==> src/sv/tfi_pkg.sv <==
`timescale 1ns / 1ps
`default_nettype none
// ----------------------------------------------------------------------------
// tfi_pkg
// Shared constants, codes and controller/datapath types for the thermistor
// filter and table interpolation block.
// ----------------------------------------------------------------------------
package tfi_pkg;

    localparam int SENSORS       = 2;
    localparam int TABLE_ENTRIES = 32;
    localparam int SENS_W        = 1;
    localparam int IDX_W         = $clog2(TABLE_ENTRIES);
    localparam int ADDR_W        = SENS_W + IDX_W;
    localparam int DEPTH         = SENSORS * TABLE_ENTRIES;
    localparam int MODE_W        = 2;
    localparam int ADC_W         = 12;
    localparam int TEMP_W        = 10;
    localparam int OUT_ADC_W     = 16;
    localparam int PROD_W        = ADC_W + TEMP_W;
    localparam int DCNT_W        = $clog2(PROD_W + 1);
    localparam int FILTER_SHIFT  = 3;
    localparam int SUM_W         = ADC_W + FILTER_SHIFT;

    localparam logic [OUT_ADC_W-1:0] MISS_CODE = 16'hffff;

    localparam logic [MODE_W-1:0] MODE_SAMPLE = 2'd0;
    localparam logic [MODE_W-1:0] MODE_LOAD   = 2'd1;
    localparam logic [MODE_W-1:0] MODE_SET    = 2'd2;
    localparam logic [MODE_W-1:0] MODE_GET    = 2'd3;

    // table read address selection
    localparam logic [2:0] RD_NONE = 3'd0;
    localparam logic [2:0] RD_ZERO = 3'd1;
    localparam logic [2:0] RD_LAST = 3'd2;
    localparam logic [2:0] RD_ONE  = 3'd3;
    localparam logic [2:0] RD_NEXT = 3'd4;

    // result register update
    localparam logic [2:0] RES_NONE   = 3'd0;
    localparam logic [2:0] RES_HIT    = 3'd1;
    localparam logic [2:0] RES_TEMP   = 3'd2;
    localparam logic [2:0] RES_INTERP = 3'd3;
    localparam logic [2:0] RES_ADC    = 3'd4;
    localparam logic [2:0] RES_MISS   = 3'd5;

    typedef struct packed {
        logic [ADC_W-1:0]  adc;
        logic [TEMP_W-1:0] temp;
    } entry_t;

    typedef struct packed {
        logic       capture;
        logic       filt_upd;
        logic [2:0] rd_sel;
        logic       save_prev;
        logic       mul_start;
        logic       mul_calc;
        logic       div_step;
        logic       wr_load;
        logic       wr_match;
        logic [2:0] res_sel;
        logic       out_load;
    } tfi_cmd_t;

    typedef struct packed {
        logic [MODE_W-1:0] mode;
        logic              lt;
        logic              key_eq;
        logic              idx_last;
        logic              div_done;
        logic              out_free;
    } tfi_sts_t;

endpackage
`default_nettype wire

==> src/sv/tfi_if.sv <==
`timescale 1ns / 1ps
`default_nettype none
// ----------------------------------------------------------------------------
// tfi_if
// Request and response channels: valid/ready handshake with payload.
// ----------------------------------------------------------------------------
interface tfi_req_if;
    logic                      valid;
    logic                      ready;
    logic [tfi_pkg::MODE_W-1:0] mode;
    logic [tfi_pkg::SENS_W-1:0] sensor;
    logic [tfi_pkg::ADC_W-1:0]  sample;
    logic [tfi_pkg::IDX_W-1:0]  entry_index;
    logic [tfi_pkg::TEMP_W-1:0] temperature_key;
    logic [tfi_pkg::ADC_W-1:0]  adc_value_in;

    modport source (output valid, mode, sensor, sample, entry_index,
                    temperature_key, adc_value_in, input ready);
    modport sink (input valid, mode, sensor, sample, entry_index,
                  temperature_key, adc_value_in, output ready);
endinterface

interface tfi_rsp_if;
    logic                         valid;
    logic                         ready;
    logic [tfi_pkg::TEMP_W-1:0]    temperature;
    logic [tfi_pkg::OUT_ADC_W-1:0] table_adc;
    logic                         hit;

    modport source (output valid, temperature, table_adc, hit, input ready);
    modport sink (input valid, temperature, table_adc, hit, output ready);
endinterface
`default_nettype wire

==> src/sv/thermistor_filter_interpolate.sv <==
`timescale 1ns / 1ps
`default_nettype none
// ----------------------------------------------------------------------------
// thermistor_filter_interpolate
// Per-sensor smoothing filter and calibration table interpolation.
// ----------------------------------------------------------------------------
// One request beat is taken at a time; each gives exactly one response beat.
// A sample beat updates the sensor's filter ((old*7 + sample)/8), then walks
// that sensor's table through the single read port of the table memory, one
// entry per cycle, and interpolates with one multiply and a bit-serial divider
// that yields one quotient bit per cycle. A sample ends soonest when the level
// clamps to an end of the table and takes longest when it lands in the last
// segment; set and get by temperature are bounded by the table walk. The
// response sits in an output register, so the next request is taken while it
// waits. Table entries are undefined until loaded; reading one before it is
// loaded gives no defined answer.
// ----------------------------------------------------------------------------
module thermistor_filter_interpolate (
    input  wire logic clk,
    input  wire logic rst_n,
    tfi_req_if.sink   req,
    tfi_rsp_if.source rsp
);
    import tfi_pkg::*;

    tfi_cmd_t cmd;
    tfi_sts_t sts;
    logic     in_ready;

    // drive the request ready from the sequencer
    assign req.ready = in_ready;

    tfi_ctrl u_ctrl (
        .clk      (clk),
        .rst_n    (rst_n),
        .in_valid (req.valid),
        .in_ready (in_ready),
        .sts      (sts),
        .cmd      (cmd)
    );

    tfi_datapath u_dp (
        .clk   (clk),
        .rst_n (rst_n),
        .req   (req),
        .rsp   (rsp),
        .cmd   (cmd),
        .sts   (sts)
    );

    // one request in flight: no second beat right after an accepted one
    a_one_at_a_time: assert property (@(posedge clk) disable iff (!rst_n)
        (req.valid && req.ready) |=> !req.ready)
        else $error("request taken while busy");

    // a miss never reports a temperature
    a_miss_no_temp: assert property (@(posedge clk) disable iff (!rst_n)
        (rsp.valid && !rsp.hit) |-> (rsp.temperature == '0))
        else $error("temperature on a miss");

    // the miss code only comes with hit low
    a_miss_code: assert property (@(posedge clk) disable iff (!rst_n)
        (rsp.valid && rsp.table_adc == MISS_CODE) |-> !rsp.hit)
        else $error("miss code with hit");

    // a table value and a temperature never come together
    a_exclusive: assert property (@(posedge clk) disable iff (!rst_n)
        (rsp.valid && rsp.table_adc != '0) |-> (rsp.temperature == '0))
        else $error("temperature and table value together");

endmodule
`default_nettype wire

==> src/sv/tfi_datapath.sv <==
`timescale 1ns / 1ps
`default_nettype none
// ----------------------------------------------------------------------------
// tfi_datapath
// Filter registers, calibration table memory, scan compare, multiplier,
// bit-serial divider and output register.
// ----------------------------------------------------------------------------
module tfi_datapath (
    input  wire logic              clk,
    input  wire logic              rst_n,
    tfi_req_if.sink                req,
    tfi_rsp_if.source              rsp,
    input  wire tfi_pkg::tfi_cmd_t cmd,
    output tfi_pkg::tfi_sts_t      sts
);
    import tfi_pkg::*;

    logic [MODE_W-1:0] mode_reg;
    logic [SENS_W-1:0] sensor_reg;
    logic [ADC_W-1:0]  sample_reg;
    logic [IDX_W-1:0]  eidx_reg;
    logic [TEMP_W-1:0] key_reg;
    logic [ADC_W-1:0]  adcin_reg;

    logic [ADC_W-1:0]  filt_reg [SENSORS];
    logic [ADC_W-1:0]  level_reg;
    logic [ADC_W-1:0]  level_next;
    logic [SUM_W-1:0]  sum;

    entry_t            mem [DEPTH];
    entry_t            rd_data;
    logic [IDX_W-1:0]  idx_reg;
    logic [IDX_W-1:0]  idx_next;
    logic              wr_en;
    logic [ADDR_W-1:0] wr_addr;
    entry_t            wr_data;

    logic [ADC_W-1:0]  prev_adc_reg;
    logic [TEMP_W-1:0] prev_temp_reg;
    logic [ADC_W-1:0]  off_reg;
    logic [TEMP_W-1:0] dtmag_reg;
    logic              dtneg_reg;
    logic [ADC_W-1:0]  da_reg;
    logic [TEMP_W-1:0] base_reg;

    logic [ADC_W-1:0]  rem_reg;
    logic [PROD_W-1:0] quo_reg;
    logic [DCNT_W-1:0] dcnt_reg;
    logic [ADC_W:0]    rem_sh;
    logic              rem_ge;

    logic [TEMP_W-1:0]    res_temp_reg;
    logic [OUT_ADC_W-1:0] res_adc_reg;
    logic                 res_hit_reg;

    logic                 out_valid_reg;
    logic [TEMP_W-1:0]    out_temp_reg;
    logic [OUT_ADC_W-1:0] out_adc_reg;
    logic                 out_hit_reg;

    // capture the accepted beat
    always_ff @(posedge clk)
    begin
        if (cmd.capture)
        begin
            mode_reg   <= req.mode;
            sensor_reg <= req.sensor;
            sample_reg <= req.sample;
            eidx_reg   <= req.entry_index;
            key_reg    <= req.temperature_key;
            adcin_reg  <= req.adc_value_in;
        end
    end

    // level*7 + sample, then drop three bits
    assign sum = ({filt_reg[sensor_reg], {FILTER_SHIFT{1'b0}}} - SUM_W'(filt_reg[sensor_reg]))
                 + SUM_W'(sample_reg);
    assign level_next = sum[SUM_W-1:FILTER_SHIFT];

    always_ff @(posedge clk or negedge rst_n)
    begin
        if (!rst_n)
        begin
            for (int i = 0; i < SENSORS; i++)
            begin
                filt_reg[i] <= '0;
            end
        end
        else if (cmd.filt_upd)
        begin
            filt_reg[sensor_reg] <= level_next;
        end
    end

    always_ff @(posedge clk)
    begin
        if (cmd.filt_upd)
        begin
            level_reg <= level_next;
        end
    end

    // table memory: one write port, one registered read port
    always_comb
    begin
        case (cmd.rd_sel)
            RD_ZERO: idx_next = '0;
            RD_LAST: idx_next = IDX_W'(TABLE_ENTRIES - 1);
            RD_ONE:  idx_next = IDX_W'(1);
            RD_NEXT: idx_next = idx_reg + IDX_W'(1);
            default: idx_next = idx_reg;
        endcase
    end

    always_ff @(posedge clk)
    begin
        if (cmd.rd_sel != RD_NONE)
        begin
            idx_reg <= idx_next;
            rd_data <= mem[{sensor_reg, idx_next}];
        end
    end

    always_comb
    begin
        wr_en   = cmd.wr_load || cmd.wr_match;
        wr_addr = cmd.wr_load ? {sensor_reg, eidx_reg} : {sensor_reg, idx_reg};
        wr_data.adc  = adcin_reg;
        wr_data.temp = cmd.wr_load ? key_reg : rd_data.temp;
    end

    always_ff @(posedge clk)
    begin
        if (wr_en)
        begin
            mem[wr_addr] <= wr_data;
        end
    end

    // segment operands
    always_ff @(posedge clk)
    begin
        if (cmd.save_prev)
        begin
            prev_adc_reg  <= rd_data.adc;
            prev_temp_reg <= rd_data.temp;
        end
        if (cmd.mul_start)
        begin
            off_reg   <= level_reg - prev_adc_reg;
            dtneg_reg <= rd_data.temp < prev_temp_reg;
            dtmag_reg <= (rd_data.temp < prev_temp_reg) ? prev_temp_reg - rd_data.temp
                                                         : rd_data.temp - prev_temp_reg;
            da_reg    <= rd_data.adc - prev_adc_reg;
            base_reg  <= prev_temp_reg;
        end
    end

    // restoring divider, one quotient bit per cycle
    assign rem_sh = {rem_reg, quo_reg[PROD_W-1]};
    assign rem_ge = rem_sh >= {1'b0, da_reg};

    always_ff @(posedge clk)
    begin
        if (cmd.mul_calc)
        begin
            rem_reg  <= '0;
            quo_reg  <= PROD_W'(off_reg * dtmag_reg);
            dcnt_reg <= DCNT_W'(PROD_W);
        end
        else if (cmd.div_step)
        begin
            rem_reg  <= rem_ge ? ADC_W'(rem_sh - {1'b0, da_reg}) : rem_sh[ADC_W-1:0];
            quo_reg  <= {quo_reg[PROD_W-2:0], rem_ge};
            dcnt_reg <= dcnt_reg - DCNT_W'(1);
        end
    end

    // result registers
    always_ff @(posedge clk)
    begin
        case (cmd.res_sel)
            RES_HIT:
            begin
                res_temp_reg <= '0;
                res_adc_reg  <= '0;
                res_hit_reg  <= 1'b1;
            end
            RES_TEMP:
            begin
                res_temp_reg <= rd_data.temp;
                res_adc_reg  <= '0;
                res_hit_reg  <= 1'b1;
            end
            RES_INTERP:
            begin
                res_temp_reg <= dtneg_reg ? base_reg - quo_reg[TEMP_W-1:0]
                                          : base_reg + quo_reg[TEMP_W-1:0];
                res_adc_reg  <= '0;
                res_hit_reg  <= 1'b1;
            end
            RES_ADC:
            begin
                res_temp_reg <= '0;
                res_adc_reg  <= OUT_ADC_W'(rd_data.adc);
                res_hit_reg  <= 1'b1;
            end
            RES_MISS:
            begin
                res_temp_reg <= '0;
                res_adc_reg  <= (mode_reg == MODE_GET) ? MISS_CODE : '0;
                res_hit_reg  <= 1'b0;
            end
            default:
            begin
            end
        endcase
    end

    // output register
    always_ff @(posedge clk or negedge rst_n)
    begin
        if (!rst_n)
        begin
            out_valid_reg <= 1'b0;
        end
        else if (cmd.out_load)
        begin
            out_valid_reg <= 1'b1;
        end
        else if (rsp.ready)
        begin
            out_valid_reg <= 1'b0;
        end
    end

    always_ff @(posedge clk)
    begin
        if (cmd.out_load)
        begin
            out_temp_reg <= res_temp_reg;
            out_adc_reg  <= res_adc_reg;
            out_hit_reg  <= res_hit_reg;
        end
    end

    assign rsp.valid       = out_valid_reg;
    assign rsp.temperature = out_temp_reg;
    assign rsp.table_adc   = out_adc_reg;
    assign rsp.hit         = out_hit_reg;

    assign sts.mode     = mode_reg;
    assign sts.lt       = level_reg < rd_data.adc;
    assign sts.key_eq   = rd_data.temp == key_reg;
    assign sts.idx_last = idx_reg == IDX_W'(TABLE_ENTRIES - 1);
    assign sts.div_done = dcnt_reg == '0;
    assign sts.out_free = !out_valid_reg || rsp.ready;

endmodule
`default_nettype wire

==> src/sv/tfi_ctrl.sv <==
`timescale 1ns / 1ps
`default_nettype none
// ----------------------------------------------------------------------------
// tfi_ctrl
// Sequencer: dispatch by mode, walk the table, run multiply and divide,
// hand the result to the output register.
// ----------------------------------------------------------------------------
module tfi_ctrl (
    input  wire logic              clk,
    input  wire logic              rst_n,
    input  wire logic              in_valid,
    output logic                   in_ready,
    input  wire tfi_pkg::tfi_sts_t sts,
    output tfi_pkg::tfi_cmd_t      cmd
);
    import tfi_pkg::*;

    localparam logic [3:0] S_IDLE = 4'd0;
    localparam logic [3:0] S_DEC  = 4'd1;
    localparam logic [3:0] S_CHK0 = 4'd2;
    localparam logic [3:0] S_CHKL = 4'd3;
    localparam logic [3:0] S_SCAN = 4'd4;
    localparam logic [3:0] S_MUL  = 4'd5;
    localparam logic [3:0] S_DIV  = 4'd6;
    localparam logic [3:0] S_FIN  = 4'd7;
    localparam logic [3:0] S_SRCH = 4'd8;
    localparam logic [3:0] S_DONE = 4'd9;

    logic [3:0] state_reg;
    logic [3:0] state_next;

    always_ff @(posedge clk or negedge rst_n)
    begin
        if (!rst_n)
        begin
            state_reg <= S_IDLE;
        end
        else
        begin
            state_reg <= state_next;
        end
    end

    assign in_ready = state_reg == S_IDLE;

    always_comb
    begin
        cmd        = '0;
        state_next = state_reg;
        case (state_reg)
            S_IDLE:
            begin
                if (in_valid)
                begin
                    cmd.capture = 1'b1;
                    state_next  = S_DEC;
                end
            end
            S_DEC:
            begin
                case (sts.mode)
                    MODE_SAMPLE:
                    begin
                        cmd.filt_upd = 1'b1;
                        cmd.rd_sel   = RD_ZERO;
                        state_next   = S_CHK0;
                    end
                    MODE_LOAD:
                    begin
                        cmd.wr_load = 1'b1;
                        cmd.res_sel = RES_HIT;
                        state_next  = S_DONE;
                    end
                    default:
                    begin
                        cmd.rd_sel = RD_ZERO;
                        state_next = S_SRCH;
                    end
                endcase
            end
            S_CHK0:
            begin
                if (sts.lt)
                begin
                    cmd.res_sel = RES_TEMP;
                    state_next  = S_DONE;
                end
                else
                begin
                    cmd.save_prev = 1'b1;
                    cmd.rd_sel    = RD_LAST;
                    state_next    = S_CHKL;
                end
            end
            S_CHKL:
            begin
                if (!sts.lt)
                begin
                    cmd.res_sel = RES_TEMP;
                    state_next  = S_DONE;
                end
                else
                begin
                    cmd.rd_sel = RD_ONE;
                    state_next = S_SCAN;
                end
            end
            S_SCAN:
            begin
                if (sts.lt)
                begin
                    cmd.mul_start = 1'b1;
                    state_next    = S_MUL;
                end
                else
                begin
                    cmd.save_prev = 1'b1;
                    cmd.rd_sel    = RD_NEXT;
                end
            end
            S_MUL:
            begin
                cmd.mul_calc = 1'b1;
                state_next   = S_DIV;
            end
            S_DIV:
            begin
                if (sts.div_done)
                begin
                    state_next = S_FIN;
                end
                else
                begin
                    cmd.div_step = 1'b1;
                end
            end
            S_FIN:
            begin
                cmd.res_sel = RES_INTERP;
                state_next  = S_DONE;
            end
            S_SRCH:
            begin
                if (sts.key_eq)
                begin
                    cmd.wr_match = sts.mode == MODE_SET;
                    cmd.res_sel  = (sts.mode == MODE_SET) ? RES_HIT : RES_ADC;
                    state_next   = S_DONE;
                end
                else if (sts.idx_last)
                begin
                    cmd.res_sel = RES_MISS;
                    state_next  = S_DONE;
                end
                else
                begin
                    cmd.rd_sel = RD_NEXT;
                end
            end
            S_DONE:
            begin
                if (sts.out_free)
                begin
                    cmd.out_load = 1'b1;
                    state_next   = S_IDLE;
                end
            end
            default:
            begin
                state_next = S_IDLE;
            end
        endcase
    end

endmodule
`default_nettype wire

==> src/flat_wrapper.sv <==
// flat-port wrapper written by rule: the top's interface ports become plain ports
module thermistor_filter_interpolate_flat import tfi_pkg::*;
  (clk, rst_n, req_valid, req_mode, req_sensor, req_sample, req_entry_index, req_temperature_key, req_adc_value_in, req_ready, rsp_valid, rsp_temperature, rsp_table_adc, rsp_hit, rsp_ready);
  tfi_req_if req_i ();
  tfi_rsp_if rsp_i ();
  input  wire logic clk;
  input  wire logic rst_n;
  input wire logic [$bits(req_i.valid)-1:0] req_valid;
  input wire logic [$bits(req_i.mode)-1:0] req_mode;
  input wire logic [$bits(req_i.sensor)-1:0] req_sensor;
  input wire logic [$bits(req_i.sample)-1:0] req_sample;
  input wire logic [$bits(req_i.entry_index)-1:0] req_entry_index;
  input wire logic [$bits(req_i.temperature_key)-1:0] req_temperature_key;
  input wire logic [$bits(req_i.adc_value_in)-1:0] req_adc_value_in;
  output wire logic [$bits(req_i.ready)-1:0] req_ready;
  output wire logic [$bits(rsp_i.valid)-1:0] rsp_valid;
  output wire logic [$bits(rsp_i.temperature)-1:0] rsp_temperature;
  output wire logic [$bits(rsp_i.table_adc)-1:0] rsp_table_adc;
  output wire logic [$bits(rsp_i.hit)-1:0] rsp_hit;
  input wire logic [$bits(rsp_i.ready)-1:0] rsp_ready;
  assign req_i.valid = req_valid;
  assign req_i.mode = req_mode;
  assign req_i.sensor = req_sensor;
  assign req_i.sample = req_sample;
  assign req_i.entry_index = req_entry_index;
  assign req_i.temperature_key = req_temperature_key;
  assign req_i.adc_value_in = req_adc_value_in;
  assign req_ready = req_i.ready;
  assign rsp_valid = rsp_i.valid;
  assign rsp_temperature = rsp_i.temperature;
  assign rsp_table_adc = rsp_i.table_adc;
  assign rsp_hit = rsp_i.hit;
  assign rsp_i.ready = rsp_ready;
  thermistor_filter_interpolate u_core (.clk(clk), .rst_n(rst_n), .req(req_i), .rsp(rsp_i));
endmodule
==> config.mk <==
export PLATFORM = sky130hd
export DESIGN_NAME = thermistor_filter_interpolate_flat
export DESIGN_NICKNAME = d
export VERILOG_FILES = /design/src/sv/tfi_pkg.sv /design/src/sv/tfi_if.sv /design/src/sv/thermistor_filter_interpolate.sv /design/src/sv/tfi_datapath.sv /design/src/sv/tfi_ctrl.sv /design/src/flat_wrapper.sv
export SDC_FILE = /design/constraint.sdc
export NUM_CORES = 2
export LEC_CHECK = 0
export BUFFER_PORTS_ARGS = -buffer_cell sky130_fd_sc_hd__buf_2
export CAP_MARGIN = 15
export CORE_MARGIN = 8
export CORE_UTILIZATION = 52
export DETAILED_ROUTE_END_ITERATION = 8
export HOLD_SLACK_MARGIN = 0.15
export PLACE_DENSITY = 0.7
export SYNTH_ARGS = -nofsm -noshare
export SYNTH_HDL_FRONTEND = slang
export SYNTH_SLANG_ARGS = --single-unit
==> constraint.sdc <==
create_clock -name clk -period 5.7 [get_ports clk]
set_input_delay 0.285 -clock clk [delete_from_list [all_inputs] [get_ports clk]]
set_output_delay 0.285 -clock clk [all_outputs]
set_load 0.02 [all_outputs]
* Word-level counts from Yosys, hierarchy flattened
Memory sizes are Yosys's and may differ from the RTL's. A register that Yosys moved wholly into a read port is not among the register bits.
Index checks and enable logic that the tools add are counted.
** Word-level totals
- Flip-flop bits (word level) :: 248
- Bits in writable memories :: 1408
- Input port bits :: 46
- Word-level logic and storage cells :: 154
- Memories :: 1
** Cells by class
- $add $sub $neg :: 11
- $mul :: 1
- $lt $le $gt $ge :: 5
- Eq/ne operators :: 28
- Mux-type cells :: 62
- Bitwise logic cells :: 1
- Reduce and logical (&&, ||, !) cells :: 17
** Memories
- u_core.u_dp.mem :: depth 64, bits a word 22, rd ports 1, clocked after Yosys merged registers in 1, wr ports 1, line tfi_datapath.sv:30 : entry_t mem [DEPTH];
** Operators by type and width (count)
- two-way mux 12 bit :: 5
- one-hot mux 16 bit (3 select lines) :: 1
- two-way mux 22 bit :: 2
- one-hot mux 4 bit (10 select lines) :: 1
- two-way mux 4 bit :: 9
- subtractor 12 bit :: 3
- two-way mux 10 bit :: 3
- one-hot mux 10 bit (3 select lines) :: 1
- one-hot mux 3 bit (5 select lines) :: 2
- subtractor 10 bit :: 3
- bitwise mux 24 bit :: 1
- multiplier 12 x 10 -> 22 bit :: 1
- two-way mux 1 bit :: 21
- one-hot mux 5 bit (4 select lines) :: 1
- two-way mux 3 bit :: 6
- equality test 4 x 3 -> 1 bit (second input constant) :: 4
- two-way mux 16 bit :: 1
- adder 15 x 12 -> 15 bit :: 1
- subtractor 15 x 12 -> 15 bit :: 1
- greater-or-equal comparator 13 x 12 -> 1 bit :: 1
- demux 12 bit (select 1 bit) :: 1
- equality test 3 x 2 -> 1 bit (second input constant) :: 4
- < comparator 12 bit :: 1
- adder 10 bit :: 1
- 33 further kinds :: 50

* Depth between registers and ports, before layout
- Depth in word-level cells :: 7
- Gate-level depth with buffers :: 22
- Gate-level depth less buffers :: 21

* Least setup slack after synthesis
Ideal clock, no wire load.
- Path type :: register to register
- From :: register u_core.u_dp.dtmag_reg[1]
- To :: register u_core.u_dp.quo_reg[21] (data pin)
- Arrival :: 5.349 ns
- Data required time :: 5.436 ns
- Setup slack :: 0.087 ns
- Cell stages (with the launch flop) :: 23
- Path through :: edfxtp_1 clkbuf_1 nand2_1 fa_1 inv_1 fa_1 inv_1 fa_1 inv_1 fa_1 inv_1 fa_1 inv_1 ha_1 o21ai_0 o21ai_0 o211ai_1 a2111oi_0 o41ai_1 a221oi_1 a21oi_1 xnor2_1 o21ai_0
** On the way
- Cells in the longest elaborated chain, start to end :: 2
** RTL lines
- start: declaration :: line tfi_datapath.sv:41 : logic [TEMP_W-1:0] dtmag_reg;
- start signal: assignment :: line tfi_datapath.sv:152 : dtmag_reg <= (rd_data.temp < prev_temp_reg) ? prev_temp_reg - rd_data.temp
- multiplier 12 x 10 -> 22 bit :: line tfi_datapath.sv:168 : quo_reg <= PROD_W'(off_reg * dtmag_reg);
- two-way mux 22 bit :: line tfi_datapath.sv:165 : if (cmd.mul_calc)
- end signal: assignment :: line tfi_datapath.sv:168
- end signal: assignment :: line tfi_datapath.sv:174 : quo_reg <= {quo_reg[PROD_W-2:0], rem_ge};
- end: declaration :: line tfi_datapath.sv:47 : logic [PROD_W-1:0] quo_reg;
No other way between the ends.
A chain may end at the register's enable or synchronous reset.

* Worst setup path in the final report
- From :: register u_core.u_dp.off_reg[4]
- To :: register u_core.u_dp.quo_reg[21] (data pin)
** On the way
- Cells in the longest elaborated chain, start to end :: 2
** RTL lines
- start: declaration :: line tfi_datapath.sv:40 : logic [ADC_W-1:0] off_reg;
- start signal: assignment :: line tfi_datapath.sv:150 : off_reg <= level_reg - prev_adc_reg;
- multiplier 12 x 10 -> 22 bit :: line tfi_datapath.sv:168
- two-way mux 22 bit :: line tfi_datapath.sv:165
No other way between the ends.

==> metrics.md <==
| Metric | Value |
|---|---|
| Yosys warnings | `0` |
| Hold WS | `0.193 ns` |
| Pwr Total | `60.9 mW` |
| Leakage power | `between 30 and 40 nW` |
| CTS tree | `done` |
| I/O pin count | `75` |
| Post-Layout Cell Count | `10943` |
| Register area share after synthesis | `0.534` |
| Ys async rst share | `0.0173` |
| Antenna violations before repair | `13` |
| Average cell area after synthesis | `~11 um2` |
| Row Count | `155` |
| Area of the core | `179000 um2` |
| DR vias/cell | `between 6 and 7` |
| Final Critical Period | `5.58 ns` |
| CP startpoint kind | `register` |
| Gpl congestion | `0.908` |
| Clk slew on worst S/H paths | `0.06 ns` |
| Die height | `440 um` |
| ANT nets after route | `0` |
| Max-slew headroom | `0.167` |
| Peak supply drop | `0.639 mV` |
| Worst Hold Class | `in2reg` |
| RR Endpoint | `u_core.u_dp.quo_reg[21]` |
| Largest register FFs | `1408` |
| Commonest non-fill, non-tap cell in the layout | `edfxtp_1` |
| First-pass iteration count of the detailed router | `6` |
| Grt ovf | `0` |
| Initial DRC count | `10732` |
| Achievable Freq | `roughly 180 MHz` |
| R2R Setup Slk | `between 0.1 and 0.15 ns` |
| Worst-Margin Slew | `1.25 ns` |
| Clock skew | `between 0.04 and 0.05 ns` |
| Unique masters post-synth | `79` |
| Total track usage | `0.289` |
| Worst Hold Endpoint | `u_core.u_dp.key_reg[4]` |
| Reg-to-Reg Start | `u_core.u_dp.off_reg[4]` |
| Skew-Pair Late Insertion Delay | `0.85 ns` |
| Worst Hold Launch | `req_temperature_key[4]` |
| Clk buf depth | `3` |
| Commonest non-fill, non-tap cells in the layout | `1626 x edfxtp_1, 982 x nor2_1, 545 x nor2b_1` |
| Hpwl dp | `168000 um` |
| Period utilization | `0.978` |
| First-pass GRT wire length | `between 400000 and 500000 um` |
| Clk sink count | `1672` |
| Unrepaired setup endpoints after global routing | `yes` |
| Net Count, Synth | `between 8000 and 9000` |
| Critical Path RT | `6.25 ns` |
| Main synth FF type | `edfxtp_1` |
| Arr. time, crit path | `roughly 6 ns` |
| Drt wl/cell | `26.7 um` |
| Via Count | `between 70000 and 80000` |
| Share of cells above drive strength 1 | `0.104` |
| Die area | `slightly below 200000 um2` |
| Final Slew Violations | `0` |
| Power density over the cells | `589 nW/um2` |
| Initial Util | `0.523` |
| Root Buffer | `clkbuf_16` |
| Register bit total from synthesis | `1672` |
| Vias in the first global route | `72508` |
| H-Tree Depth | `4` |
| Synth Cell Area | `93500 um2` |
| Hold Vio Cnt, Final | `0` |
| CP Capture Type | `register` |
| EDFF count, synth | `1626` |
| Worst Setup Path Type | `reg2reg` |
| Utilization after layout | `0.578` |
| Worst R2R Path Depth | `23` |
| Total Routed Length | `292000 um` |
| Hold-critical path depth | `2` |
| Critical Path Fanout Max | `5` |
| Post-route DRC | `0` |
| Fill cells | `between 10000 and 15000` |
| Finish-stage setup viols | `0` |
| # placed instances | `10520` |
| Status | `finished, final reports clean` |
| Area grow syn2layout | `10.4%` |
| Port Buffers | `between 70 and 80` |
| Nets@finish | `8723` |
| Total CTS buffers | `180` |
| Horiz. Die Dim | `440 um` |
| Max-cap violations | `0` |
| Largest net degree at the start of global routing | `261` |
| Post-Syn Instances | `8617` |
worst max-delay path by stage:
stage | from | end | slack (ns) | cells after the start
after floorplan | u_core.u_dp.dtmag_reg[1] | u_core.u_dp.quo_reg[21] | 0.09 | 22
after global placement | u_core.u_dp.dtmag_reg[1] | u_core.u_dp.quo_reg[19] | -0.21 | 23
after detailed placement | u_core.u_dp.dtmag_reg[1] | u_core.u_dp.quo_reg[19] | -0.31 | 23
after CTS | u_core.u_dp.off_reg[5] | u_core.u_dp.quo_reg[19] | 0.04 | 23
after global routing | u_core.u_dp.off_reg[4] | u_core.u_dp.quo_reg[19] | -0.09 | 21
final | u_core.u_dp.off_reg[4] | u_core.u_dp.quo_reg[21] | 0.12 | 23
layer usage:
| metal | wire length, um | global-route usage | vias up | part of all wire |
|---|---|---|---|---|
| met4 | 17200 | 0.158 | 4 | 0.059 |
| met3 | 31400 | 0.0606 | 758 | 0.11 |
| met1 | 112000 | 0.383 | 37558 | 0.38 |
| li1 | - | - | 33072 | - |
| met2 | 132000 | 0.445 | 4234 | 0.45 |
| met5 | 26 | 0 | - | 0.000089 |
worst max-delay path, stage by stage, from the launching register on:
cell and delay [ns]:
edfxtp_1 0.48, buf_6 0.17, and2_4 0.15, fa_1 0.46, ha_1 0.30, inv_2 0.04, fa_1 0.55, inv_2 0.04
fa_1 0.51, inv_2 0.04, fa_1 0.52, inv_2 0.05, ha_4 0.26, buf_6 0.09, o21ai_4 0.05, o21ai_2 0.16
o211ai_1 0.18, a2111oi_2 0.39, buf_4 0.19, o41ai_4 0.07, a221oi_2 0.24, a21oi_1 0.11, xnor2_1 0.18, o21ai_1 0.08
cells by family after synthesis:
group | synth area share
xor gates and xnor gates | 0.00759
adders and majority gates | 0.0397
muxes | 0.0273
DFF | 0.534
AOI/OAI and AO/OA | 0.171
and+or+nand+nor | 0.175
buffers and inverters | 0.0455
repair_timing:
| action | CTS | global route |
|---|---|---|
| pin swaps | 0 | 17 |
| endpoints found under the hold margin | 74 | 0 |
| hold buffers | 75 | 0 |
| resized for setup | 5 | 28 |
| buffers inserted | 1 | 12 |
| endpoints found under the setup margin | 4 | 5 |
cell usage after synthesis (all sizes together), types with 77 or more instances:
cell type / n / share of area
a2111oi: 355 / 0.033
a211oi: 362 / 0.029
and2: 77 / 0.0052
or4: 266 / 0.021
a221oi: 266 / 0.025
o21ai: 528 / 0.029
fa: 93 / 0.020
nor2b: 546 / 0.037
nor2: 1051 / 0.042
mux4: 88 / 0.021
ha: 148 / 0.020
o2bb2ai: 88 / 0.0082
o22ai: 466 / 0.031
edfxtp: 1626 / 0.52
nand2: 161 / 0.0065
inv: 215 / 0.0086
nor3: 297 / 0.016
nand3: 285 / 0.015
buf: 153 / 0.0090
and3: 362 / 0.024
clkbuf: 694 / 0.028
metrics by stage:
step	setup slack [ns]	cell area, um2	TNS (ns)
floorplan	0.0868	93500	0
global placement	-0.213	96700	-0.517
detailed placement	-0.314	96700	-0.697
CTS	0.0364	103000	0
global route	-0.0929	103000	-0.198
finish	0.124	103000	0
report_power, final:
part / switching [mW] / total (mW) / leakage [nW] / internal, mW
clock network: 5.02 / 11.2 / 2.65 / 6.14
logic: 22.1 / 33.8 / 17.5 / 11.7
registers: 0.508 / 15.9 / 15.2 / 15.4
layout make-up:
type	instances	area (um2)	share of cell area
clock buffer	234	4730	0.0458
sequential	1672	49900	0.483
multi-input combinational	5883	39900	0.386
clock inverter	96	763	0.00739
timing repair buffer	484	4240	0.0410
tap	2355	2950	0.0285
inverter	215	815	0.00789
antenna	4	10.0	0.0000969
Note: power is estimated with default switching activity, not from simulation.
